## src/sv/absc_pkg.sv

```systemverilog
// ----------------------------------------------------------------------------
// absc_pkg
// Shared types and constants of the ambient brightness slew controller.
// ----------------------------------------------------------------------------
package absc_pkg;

    localparam int CFG_ADDR_W = 3;
    localparam int CFG_DATA_W = 16;
    localparam int TIME_W     = 32;
    localparam int DUTY_W     = 8;
    localparam int FRAC_W     = 9;
    localparam int PROD_W     = 19;

    localparam logic [CFG_DATA_W-1:0] RST_ADC_DARK     = 16'd100;
    localparam logic [CFG_DATA_W-1:0] RST_ADC_BRIGHT   = 16'd3000;
    localparam logic [DUTY_W-1:0]     RST_DUTY_FLOOR   = 8'd20;
    localparam logic [DUTY_W-1:0]     RST_DUTY_CEIL    = 8'd255;
    localparam logic [DUTY_W-1:0]     RST_MAX_STEP     = 8'd8;
    localparam logic [15:0]           RST_PERIOD_MS    = 16'd200;
    localparam logic [DUTY_W-1:0]     RST_DEFAULT_DUTY = 8'd128;

    // Q8 one
    localparam logic [FRAC_W-1:0]     FRAC_ONE         = 9'd256;

    typedef enum logic [CFG_ADDR_W-1:0] {
        REG_ADC_DARK     = 3'd0,
        REG_ADC_BRIGHT   = 3'd1,
        REG_DUTY_FLOOR   = 3'd2,
        REG_DUTY_CEIL    = 3'd3,
        REG_MAX_STEP     = 3'd4,
        REG_PERIOD_MS    = 3'd5,
        REG_DEFAULT_DUTY = 3'd6
    } reg_idx_t;

    typedef enum logic [0:0] {
        KIND_TICK = 1'b0,
        KIND_AUTO = 1'b1
    } item_kind_t;

    typedef enum logic [2:0] {
        ST_IDLE,
        ST_DECIDE,
        ST_DIV,
        ST_MUL,
        ST_TGT,
        ST_SLEW,
        ST_OUT
    } state_t;

    typedef struct packed {
        logic load;
        logic auto_set;
        logic auto_clr;
        logic take;
        logic div_start;
        logic tgt_floor;
        logic mul;
        logic tgt;
        logic slew;
        logic out_load;
    } absc_cmd_t;

    typedef struct packed {
        logic kind;
        logic auto_on;
        logic sample_due;
        logic span_zero;
        logic div_done;
        logic out_free;
    } absc_sts_t;

endpackage

```

## src/sv/absc_div.sv

```systemverilog
// ----------------------------------------------------------------------------
// absc_div
// Restoring unsigned divider, one quotient bit per cycle.
// ----------------------------------------------------------------------------
module absc_div #(
    parameter int NUM_W = 20,
    parameter int DEN_W = 12
) (
    input  logic             clk,
    input  logic             rst_n,
    input  logic             start,
    input  logic [NUM_W-1:0] num,
    input  logic [DEN_W-1:0] den,
    output logic             done,
    output logic [NUM_W-1:0] quot
);

    localparam int CNT_W = $clog2(NUM_W + 1);

    logic [DEN_W-1:0] rem_reg,  rem_next;
    logic [NUM_W-1:0] quo_reg,  quo_next;
    logic [DEN_W-1:0] den_reg,  den_next;
    logic [CNT_W-1:0] cnt_reg,  cnt_next;
    logic             busy_reg, busy_next;
    logic             done_reg, done_next;
    logic [DEN_W:0]   trial;
    logic [DEN_W:0]   diff;

    assign trial = {rem_reg, quo_reg[NUM_W-1]};
    assign diff  = trial - {1'b0, den_reg};

    always_comb
    begin
        rem_next  = rem_reg;
        quo_next  = quo_reg;
        den_next  = den_reg;
        cnt_next  = cnt_reg;
        busy_next = busy_reg;
        done_next = 1'b0;
        if (start)
        begin
            rem_next  = '0;
            quo_next  = num;
            den_next  = den;
            cnt_next  = '0;
            busy_next = 1'b1;
        end
        else if (busy_reg)
        begin
            if (trial >= {1'b0, den_reg})
            begin
                rem_next = diff[DEN_W-1:0];
                quo_next = {quo_reg[NUM_W-2:0], 1'b1};
            end
            else
            begin
                rem_next = trial[DEN_W-1:0];
                quo_next = {quo_reg[NUM_W-2:0], 1'b0};
            end
            cnt_next = cnt_reg + 1'b1;
            if (cnt_reg == CNT_W'(NUM_W - 1))
            begin
                busy_next = 1'b0;
                done_next = 1'b1;
            end
        end
    end

    always_ff @(posedge clk or negedge rst_n)
    begin
        if (!rst_n)
        begin
            cnt_reg  <= '0;
            busy_reg <= 1'b0;
            done_reg <= 1'b0;
        end
        else
        begin
            cnt_reg  <= cnt_next;
            busy_reg <= busy_next;
            done_reg <= done_next;
        end
    end

    always_ff @(posedge clk)
    begin
        rem_reg <= rem_next;
        quo_reg <= quo_next;
        den_reg <= den_next;
    end

    assign done = done_reg;
    assign quot = quo_reg;

endmodule

```

## src/sv/absc_dp.sv

```systemverilog
// ----------------------------------------------------------------------------
// absc_dp
// Datapath: configuration registers, state, curve mapping, slew and output.
// ----------------------------------------------------------------------------
module absc_dp #(
    parameter int SAMPLE_BITS = 12
) (
    input  logic                              clk,
    input  logic                              rst_n,
    input  logic                              cfg_we,
    input  logic [absc_pkg::CFG_ADDR_W-1:0]   cfg_addr,
    input  logic [absc_pkg::CFG_DATA_W-1:0]   cfg_wdata,
    input  logic                              in_kind,
    input  logic [absc_pkg::TIME_W-1:0]       in_now,
    input  logic [SAMPLE_BITS-1:0]            in_sample,
    input  logic                              in_auto_on,
    input  absc_pkg::absc_cmd_t               cmd,
    output absc_pkg::absc_sts_t               sts,
    input  logic                              out_ready,
    output logic                              out_valid,
    output logic [absc_pkg::DUTY_W-1:0]       out_duty,
    output logic                              out_written
);

    localparam int SB    = SAMPLE_BITS;
    localparam int NUM_W = SAMPLE_BITS + 8;
    localparam int DW    = absc_pkg::DUTY_W;
    localparam int PW    = absc_pkg::PROD_W;

    // configuration
    logic [SB-1:0] adc_dark_reg;
    logic [SB-1:0] adc_bright_reg;
    logic [DW-1:0] duty_floor_reg;
    logic [DW-1:0] duty_ceil_reg;
    logic [DW-1:0] max_step_reg;
    logic [15:0]   period_reg;
    logic [DW-1:0] default_duty_reg;

    // state
    logic [DW-1:0]                 duty_level_reg;
    logic                          auto_reg;
    logic [absc_pkg::TIME_W-1:0]   last_time_reg;

    // item
    logic                          kind_reg;
    logic [absc_pkg::TIME_W-1:0]   now_reg;
    logic [SB-1:0]                 sample_reg;
    logic                          on_reg;
    logic                          written_reg;

    // work
    logic signed [PW-1:0]          prod_reg, prod_next;
    logic [DW-1:0]                 target_reg;
    logic                          out_valid_reg;
    logic [DW-1:0]                 out_duty_reg;
    logic                          out_written_reg;

    logic [absc_pkg::TIME_W-1:0]   elapsed;
    logic signed [SB:0]            diff, diff_neg, span, span_neg;
    logic [SB-1:0]                 diff_mag, span_mag;
    logic [NUM_W-1:0]              quot;
    logic                          div_done;
    logic [absc_pkg::FRAC_W-1:0]   frac;
    logic signed [absc_pkg::FRAC_W:0] frac_s;
    logic signed [DW:0]            dspan;
    logic signed [PW-1:0]          prod_adj, prod_q;
    logic [PW-1:0]                 tgt_sum;
    logic [DW-1:0]                 slew_up, slew_dn, duty_slewed;

    assign elapsed  = now_reg - last_time_reg;

    assign diff     = $signed({1'b0, sample_reg}) - $signed({1'b0, adc_dark_reg});
    assign diff_neg = -diff;
    assign diff_mag = diff[SB] ? diff_neg[SB-1:0] : diff[SB-1:0];
    assign span     = $signed({1'b0, adc_bright_reg}) - $signed({1'b0, adc_dark_reg});
    assign span_neg = -span;
    assign span_mag = span[SB] ? span_neg[SB-1:0] : span[SB-1:0];

    absc_div #(
        .NUM_W (NUM_W),
        .DEN_W (SB)
    ) u_div (
        .clk   (clk),
        .rst_n (rst_n),
        .start (cmd.div_start),
        .num   ({diff_mag, 8'd0}),
        .den   (span_mag),
        .done  (div_done),
        .quot  (quot)
    );

    // Opposite signs truncate to zero or below; clamp to 0..256.
    always_comb
    begin
        if (diff[SB] ^ span[SB])
            frac = '0;
        else if (quot > NUM_W'(absc_pkg::FRAC_ONE))
            frac = absc_pkg::FRAC_ONE;
        else
            frac = quot[absc_pkg::FRAC_W-1:0];
    end

    assign frac_s    = $signed({1'b0, frac});
    assign dspan     = $signed({1'b0, duty_ceil_reg}) - $signed({1'b0, duty_floor_reg});
    assign prod_next = frac_s * dspan;

    // truncating divide by 256
    assign prod_adj  = prod_reg[PW-1] ? (prod_reg + PW'(255)) : prod_reg;
    assign prod_q    = prod_adj >>> 8;
    assign tgt_sum   = PW'(duty_floor_reg) + prod_q;

    assign slew_up   = target_reg - duty_level_reg;
    assign slew_dn   = duty_level_reg - target_reg;

    always_comb
    begin
        if (duty_level_reg == target_reg)
            duty_slewed = duty_level_reg;
        else if (duty_level_reg < target_reg)
            duty_slewed = (slew_up <= max_step_reg) ? target_reg
                                                    : duty_level_reg + max_step_reg;
        else
            duty_slewed = (slew_dn <= max_step_reg) ? target_reg
                                                    : duty_level_reg - max_step_reg;
    end

    always_ff @(posedge clk or negedge rst_n)
    begin
        if (!rst_n)
        begin
            adc_dark_reg     <= absc_pkg::RST_ADC_DARK[SB-1:0];
            adc_bright_reg   <= absc_pkg::RST_ADC_BRIGHT[SB-1:0];
            duty_floor_reg   <= absc_pkg::RST_DUTY_FLOOR;
            duty_ceil_reg    <= absc_pkg::RST_DUTY_CEIL;
            max_step_reg     <= absc_pkg::RST_MAX_STEP;
            period_reg       <= absc_pkg::RST_PERIOD_MS;
            default_duty_reg <= absc_pkg::RST_DEFAULT_DUTY;
        end
        else if (cfg_we)
        begin
            unique case (cfg_addr)
                absc_pkg::REG_ADC_DARK:     adc_dark_reg     <= cfg_wdata[SB-1:0];
                absc_pkg::REG_ADC_BRIGHT:   adc_bright_reg   <= cfg_wdata[SB-1:0];
                absc_pkg::REG_DUTY_FLOOR:   duty_floor_reg   <= cfg_wdata[DW-1:0];
                absc_pkg::REG_DUTY_CEIL:    duty_ceil_reg    <= cfg_wdata[DW-1:0];
                absc_pkg::REG_MAX_STEP:     max_step_reg     <= cfg_wdata[DW-1:0];
                absc_pkg::REG_PERIOD_MS:    period_reg       <= cfg_wdata[15:0];
                absc_pkg::REG_DEFAULT_DUTY: default_duty_reg <= cfg_wdata[DW-1:0];
                default:                    ;
            endcase
        end
    end

    always_ff @(posedge clk or negedge rst_n)
    begin
        if (!rst_n)
        begin
            duty_level_reg  <= absc_pkg::RST_DEFAULT_DUTY;
            auto_reg        <= 1'b1;
            last_time_reg   <= '0;
            written_reg     <= 1'b0;
            out_valid_reg   <= 1'b0;
        end
        else
        begin
            if (cmd.load)
                written_reg <= 1'b0;
            if (cmd.auto_set)
            begin
                auto_reg      <= 1'b1;
                last_time_reg <= '0;
            end
            if (cmd.auto_clr)
            begin
                auto_reg       <= 1'b0;
                duty_level_reg <= default_duty_reg;
                written_reg    <= 1'b1;
            end
            if (cmd.take)
                last_time_reg <= now_reg;
            if (cmd.slew)
            begin
                duty_level_reg <= duty_slewed;
                written_reg    <= 1'b1;
            end
            if (cmd.out_load)
                out_valid_reg <= 1'b1;
            else if (out_ready)
                out_valid_reg <= 1'b0;
        end
    end

    always_ff @(posedge clk)
    begin
        if (cmd.load)
        begin
            kind_reg   <= in_kind;
            now_reg    <= in_now;
            sample_reg <= in_sample;
            on_reg     <= in_auto_on;
        end
        if (cmd.mul)
            prod_reg <= prod_next;
        if (cmd.tgt_floor)
            target_reg <= duty_floor_reg;
        else if (cmd.tgt)
            target_reg <= tgt_sum[DW-1:0];
        if (cmd.out_load)
        begin
            out_duty_reg    <= duty_level_reg;
            out_written_reg <= written_reg;
        end
    end

    assign sts.kind       = kind_reg;
    assign sts.auto_on    = on_reg;
    assign sts.sample_due = auto_reg && (elapsed >= absc_pkg::TIME_W'(period_reg));
    assign sts.span_zero  = (span_mag == '0);
    assign sts.div_done   = div_done;
    assign sts.out_free   = !out_valid_reg || out_ready;

    assign out_valid   = out_valid_reg;
    assign out_duty    = out_duty_reg;
    assign out_written = out_written_reg;

endmodule

```

## src/sv/absc_ctrl.sv

```systemverilog
// ----------------------------------------------------------------------------
// absc_ctrl
// Sequencer: steps one item through decision, divide, scale, slew and output.
// ----------------------------------------------------------------------------
module absc_ctrl (
    input  logic                clk,
    input  logic                rst_n,
    input  logic                in_valid,
    output logic                in_ready,
    input  absc_pkg::absc_sts_t sts,
    output absc_pkg::absc_cmd_t cmd
);

    absc_pkg::state_t state_reg, state_next;

    always_comb
    begin
        state_next = state_reg;
        unique case (state_reg)
            absc_pkg::ST_IDLE:
                if (in_valid)
                    state_next = absc_pkg::ST_DECIDE;
            absc_pkg::ST_DECIDE:
                if (sts.kind == absc_pkg::KIND_TICK && sts.sample_due)
                    state_next = sts.span_zero ? absc_pkg::ST_SLEW : absc_pkg::ST_DIV;
                else
                    state_next = absc_pkg::ST_OUT;
            absc_pkg::ST_DIV:
                if (sts.div_done)
                    state_next = absc_pkg::ST_MUL;
            absc_pkg::ST_MUL:
                state_next = absc_pkg::ST_TGT;
            absc_pkg::ST_TGT:
                state_next = absc_pkg::ST_SLEW;
            absc_pkg::ST_SLEW:
                state_next = absc_pkg::ST_OUT;
            absc_pkg::ST_OUT:
                if (sts.out_free)
                    state_next = absc_pkg::ST_IDLE;
            default:
                state_next = absc_pkg::ST_IDLE;
        endcase
    end

    always_comb
    begin
        cmd      = '0;
        in_ready = 1'b0;
        unique case (state_reg)
            absc_pkg::ST_IDLE:
            begin
                in_ready = 1'b1;
                cmd.load = in_valid;
            end
            absc_pkg::ST_DECIDE:
            begin
                if (sts.kind == absc_pkg::KIND_AUTO)
                begin
                    cmd.auto_set = sts.auto_on;
                    cmd.auto_clr = !sts.auto_on;
                end
                else if (sts.sample_due)
                begin
                    cmd.take      = 1'b1;
                    cmd.tgt_floor = sts.span_zero;
                    cmd.div_start = !sts.span_zero;
                end
            end
            absc_pkg::ST_DIV:
                ;
            absc_pkg::ST_MUL:
                cmd.mul = 1'b1;
            absc_pkg::ST_TGT:
                cmd.tgt = 1'b1;
            absc_pkg::ST_SLEW:
                cmd.slew = 1'b1;
            absc_pkg::ST_OUT:
                cmd.out_load = sts.out_free;
            default:
                ;
        endcase
    end

    always_ff @(posedge clk or negedge rst_n)
    begin
        if (!rst_n)
            state_reg <= absc_pkg::ST_IDLE;
        else
            state_reg <= state_next;
    end

endmodule

```

## src/sv/ambient_brightness_slew_controller_core.sv

```systemverilog
// ----------------------------------------------------------------------------
// ambient_brightness_slew_controller_core
// Auto-brightness from ambient light with a per-sample slew limit.
// ----------------------------------------------------------------------------
// Each input transfer is a tick (time plus light sample) or an auto mode
// request, and yields exactly one output transfer with the kept duty and a
// written flag. An item with no sample taken goes from the decision straight
// to the output register; on a zero span the target is the duty floor and
// the item is slewed; when a sample is mapped it passes the divide, multiply,
// target and slew states. The restoring divider of the curve fraction, one
// quotient bit per cycle over SAMPLE_BITS + 8 bits, is the longest step. One
// item is in work at a time; a finished result sits in the output register
// while the next item is taken.
module ambient_brightness_slew_controller_core #(
    parameter int SAMPLE_BITS = 12
) (
    input  logic                              clk,
    input  logic                              rst_n,
    // configuration
    input  logic                              cfg_we,
    input  logic [absc_pkg::CFG_ADDR_W-1:0]   cfg_addr,
    input  logic [absc_pkg::CFG_DATA_W-1:0]   cfg_wdata,
    // input stream
    input  logic                              s_tvalid,
    output logic                              s_tready,
    input  logic [((absc_pkg::TIME_W + SAMPLE_BITS + 1 + 7) / 8) * 8 - 1:0]
                                              s_tdata,   // now_ms, light_sample, auto_on
    input  logic                              s_tuser,   // kind
    // output stream
    output logic                              m_tvalid,
    input  logic                              m_tready,
    output logic [absc_pkg::DUTY_W-1:0]       m_tdata,   // duty
    output logic                              m_tuser    // duty_written
);

    localparam int SMP_LO  = absc_pkg::TIME_W;
    localparam int ON_BIT  = absc_pkg::TIME_W + SAMPLE_BITS;

    absc_pkg::absc_cmd_t cmd;
    absc_pkg::absc_sts_t sts;

    absc_ctrl u_ctrl (
        .clk      (clk),
        .rst_n    (rst_n),
        .in_valid (s_tvalid),
        .in_ready (s_tready),
        .sts      (sts),
        .cmd      (cmd)
    );

    absc_dp #(
        .SAMPLE_BITS (SAMPLE_BITS)
    ) u_dp (
        .clk         (clk),
        .rst_n       (rst_n),
        .cfg_we      (cfg_we),
        .cfg_addr    (cfg_addr),
        .cfg_wdata   (cfg_wdata),
        .in_kind     (s_tuser),
        .in_now      (s_tdata[absc_pkg::TIME_W-1:0]),
        .in_sample   (s_tdata[SMP_LO +: SAMPLE_BITS]),
        .in_auto_on  (s_tdata[ON_BIT]),
        .cmd         (cmd),
        .sts         (sts),
        .out_ready   (m_tready),
        .out_valid   (m_tvalid),
        .out_duty    (m_tdata),
        .out_written (m_tuser)
    );

    a_busy_after_accept: assert property (@(posedge clk) disable iff (!rst_n)
        s_tvalid && s_tready |=> !s_tready)
        else $error("input taken while an item is in work");

    a_out_load_free: assert property (@(posedge clk) disable iff (!rst_n)
        cmd.out_load |-> (!m_tvalid || m_tready))
        else $error("output register overwritten");

    a_div_nonzero: assert property (@(posedge clk) disable iff (!rst_n)
        cmd.div_start |-> !sts.span_zero && sts.sample_due)
        else $error("divide started without a valid span");

    a_out_after_load: assert property (@(posedge clk) disable iff (!rst_n)
        cmd.out_load |=> m_tvalid)
        else $error("result lost after load");

endmodule

```

## config.mk

```make
export PLATFORM = sky130hd
export DESIGN_NAME = ambient_brightness_slew_controller_core
export DESIGN_NICKNAME = d
export VERILOG_FILES = /design/src/sv/absc_pkg.sv /design/src/sv/absc_div.sv /design/src/sv/absc_dp.sv /design/src/sv/absc_ctrl.sv /design/src/sv/ambient_brightness_slew_controller_core.sv
export SDC_FILE = /design/constraint.sdc
export NUM_CORES = 1
export LEC_CHECK = 0
export BUFFER_PORTS_ARGS = -buffer_cell sky130_fd_sc_hd__clkbuf_2
export CELL_PAD_IN_SITES_DETAIL_PLACEMENT = 1
export CELL_PAD_IN_SITES_GLOBAL_PLACEMENT = 1
export CORE_MARGIN = 8
export CORE_UTILIZATION = 55
export CTS_BUF_LIST = sky130_fd_sc_hd__clkbuf_2
export DETAILED_ROUTE_END_ITERATION = 8
export GPL_TIMING_DRIVEN = 0
export PLACE_DENSITY = 0.95
export SLEW_MARGIN = 25
export SYNTH_ARGS = -nofsm -noshare
export SYNTH_HDL_FRONTEND = slang
export SYNTH_SLANG_ARGS = --single-unit
```

## constraint.sdc

```tcl
create_clock -name clk -period 22.3 [get_ports clk]
set_clock_uncertainty 0.05 [all_clocks]
set_input_delay 4.46 -clock clk [delete_from_list [all_inputs] [get_ports clk]]
set_output_delay 4.46 -clock clk [all_outputs]
set_load 0.03 [all_outputs]
```

==> flow_metrics.env <==
export IMPL_clkLatencyLatePin_ns=1.02
export IMPL_grt_max_degree=74
export IMPL_peakVddDrop_uv=118.3
export IMPL_design_area_um2=20720
export IMPL_rsz0062_at_grt="no"
export IMPL_num_vias=16243
export IMPL_tightest_slew_ns=1.101
export IMPL_drc_errors=0
export IMPL_syn_area_um2=18870
export IMPL_hpwl_um=44880
export IMPL_routed_wl_um=62650
export IMPL_outcome="finished clean"
export IMPL_drt_iter0_markers=1149
export IMPL_die_area_um2=40490
export IMPL_hold_worst_slack_ns=0.4305
export IMPL_dieHeight_um=201.2
export IMPL_powerDensity_nw_per_um2=172.7
export IMPL_layout_commonest_cell="inv_1"
export IMPL_cts_buffers=71
export IMPL_wire_per_inst_um=23.78
export IMPL_cts_tree="built"
export IMPL_fin_crit_ns=10.31
export IMPL_slew_headroom=0.2645
export IMPL_layout_drive_gt1_share=0.1539
export IMPL_final_max_slew_viol_count=0
export IMPL_grt_antenna_before_repair=4
export IMPL_start_util=0.5517
export IMPL_core_area_um2=34200
export IMPL_synthArstFlopShare=0.5020
export IMPL_post_route_period_util=0.4623
export IMPL_maxCapViolCount=0
export IMPL_syn2layout_area_growth_pct=9.820
export IMPL_hp_class="reg -> reg"
export IMPL_io_pins=84
export IMPL_htree_levels=3
export IMPL_grt_pass1_wl_um=100000
export IMPL_nets=2452
export IMPL_synthCells=1967
export IMPL_finalSetupViolCount=0
export IMPL_avgViaCountPerCell=6.164
export IMPL_fp_dieW_um=201.2
export IMPL_cts_resized=0
export IMPL_hold_viol_final=0
export IMPL_crit_required_ns=22.93
export IMPL_ctsHoldBuffers=0
export IMPL_final_cell_mix="inv_1 (234), ha_1 (200), clkbuf_2 (182)"
export IMPL_synthFlopType="edfxtp_1"
export IMPL_synth_seq_cells=249
export IMPL_tns_ns=0
export IMPL_max_stage_delay_ns=0.61
export IMPL_cp_arrival_ns=10.94
export IMPL_io_buffers=78
export IMPL_path_class="reg -> reg"
export IMPL_cp_max_fo=10
export IMPL_clk_pin_slew_ns=0.12
export IMPL_gp_congestion=0.9199
export IMPL_grt_ovfl_total=0
export IMPL_cts_buffer_depth=3
export IMPL_ant_nets=0
export IMPL_avgSynthCellArea_um2=9.593
export IMPL_synth_edff_count=104
export IMPL_fmax_mhz=97.01
export IMPL_worst_setup_path_end_kind="register"
export IMPL_num_rows=68
export IMPL_post_cts_buffers=0
export IMPL_place_area_um2=19880
export IMPL_ys_types=84
export IMPL_cp_common_cell="fa_1"
export IMPL_cts_num_sinks=249
export IMPL_whs_path_depth=2
export IMPL_gr_usage_all_layers=0.3077
export IMPL_first_global_vias=18506
export IMPL_start_kind="register"
export IMPL_crit_slowest_cell="xnor2_1"
export IMPL_fin_total_pwr_w=0.003579
export IMPL_p_leak_nw=9.489
export IMPL_seq_area_frac_synth=0.3543
export IMPL_ff2ff_path_depth=35
export IMPL_synth_nets=2300
export IMPL_first_pass_iters=6
export IMPL_ys_warn_count=0
export IMPL_cts_root_buffer="clkbuf_2"
## critical path, delay by kind of cell, from the launching register on
family	cells	cell delay, ns
compound gates	13	2.89
xor+xnor	2	0.72
fa+ha+maj	8	3.64
buf+inv	7	0.92
flops	1	0.47
simple gates	5	1.33
## Yosys cell counts (all sizes together), types with 16 or more instances
| master | number | area share |
|---|---|---|
| edfxtp | 104 | 0.17 |
| o211ai | 18 | 0.0072 |
| dfxtp | 20 | 0.021 |
| fa | 60 | 0.064 |
| clkbuf | 39 | 0.0078 |
| nor3 | 26 | 0.0072 |
| dfrtp | 98 | 0.13 |
| xor2 | 38 | 0.018 |
| dfstp | 27 | 0.038 |
| a31oi | 16 | 0.0053 |
| a211oi | 23 | 0.011 |
| nor2b | 23 | 0.0076 |
| ha | 200 | 0.13 |
| mux2 | 49 | 0.029 |
| a21oi | 99 | 0.026 |
| o21ai | 101 | 0.027 |
| a21o | 30 | 0.012 |
| nand4 | 22 | 0.0073 |
| or2 | 18 | 0.0060 |
| nand3 | 31 | 0.0082 |
| mux2i | 56 | 0.030 |
| o21a | 21 | 0.0084 |
| xnor2 | 86 | 0.040 |
| inv | 234 | 0.047 |
| nor2 | 164 | 0.033 |
| nand2 | 178 | 0.035 |
| buf | 17 | 0.0057 |
| o21bai | 25 | 0.0099 |
| nand2b | 18 | 0.0060 |
## metrics by stage
stage / worst slack [ns] / instances / utilization
after global placement: 13.05 / 2500 / 0.5797
after CTS: 12.19 / 2632 / 0.6056
after detailed placement: 12.34 / 2501 / 0.5811
after floorplan: 13.94 / 1967 / -
final: 11.99 / 2635 / 0.6059
after global routing: 11.64 / 2635 / 0.6059
## layer usage
| layer | track usage | part of all wire |
|---|---|---|
| met2 | 0.5329 | 0.50 |
| met1 | 0.3335 | 0.37 |
| met5 | 0 | 0.00053 |
| met4 | 0.2071 | 0.068 |
| met3 | 0.07028 | 0.068 |
## logic make-up (layout without fill, tap and decap cells)
kind of cell,count (synthesis),after routing,share of synthesized area
AO/OA/AOI/OAI,395,395,0.1373
XOR/XNOR,124,124,0.05756
adder cells (fa/ha/maj),260,260,0.1963
buffers and inverters,290,500,0.06001
flip-flops,249,249,0.3543
multiplexers,105,105,0.05895
other,0,3,0
AND/OR/NAND/NOR,544,544,0.1357
## worst paths after layout
check | to | startpoint | slack [ns]
worst max-delay path | u_dp.prod_reg[18]$_DFFE_PP_ | u_dp.adc_dark_reg[0]$_DFFE_PN0P_ | 11.99
worst min-delay path | u_dp.last_time_reg[23]$_DFFE_PN0P_ | u_dp.now_reg[23]$_DFFE_PP_ | 0.43
worst max register to register | u_dp.prod_reg[18]$_DFFE_PP_ | u_dp.adc_dark_reg[0]$_DFFE_PN0P_ | 11.99
worst min register to register | u_dp.last_time_reg[23]$_DFFE_PN0P_ | u_dp.now_reg[23]$_DFFE_PP_ | 0.43
max in group asynchronous | u_dp.duty_floor_reg[2]$_DFFE_PN1P_ | rst_n | 17.96
min in group asynchronous | u_dp.adc_dark_reg[11]$_DFFE_PN0P_ | rst_n | 3.35
## report_power, final
| group | switching (W) | total (W) | internal [W] |
|---|---|---|---|
| combinational | 0.00142 | 0.00231 | 0.000895 |
| sequential | 0.000132 | 0.000815 | 0.000683 |
| clock | 0.000232 | 0.000451 | 0.000219 |
| total | 0.00178 | 0.00358 | 0.00180 |
## final cells by class
class                   count  area [µm²]
fillers                  3916       13480
multi-input cells        1428       11060
flip-flops and latches    249        6685
inverters                 234       878.3
well taps                 455       569.3
clock buffers             104       520.5
repair buffers             79       426.7
clock inverters            27       317.8
plain buffers              56       255.2
diodes                      3       7.507
(Power assumes the default switching activity.)
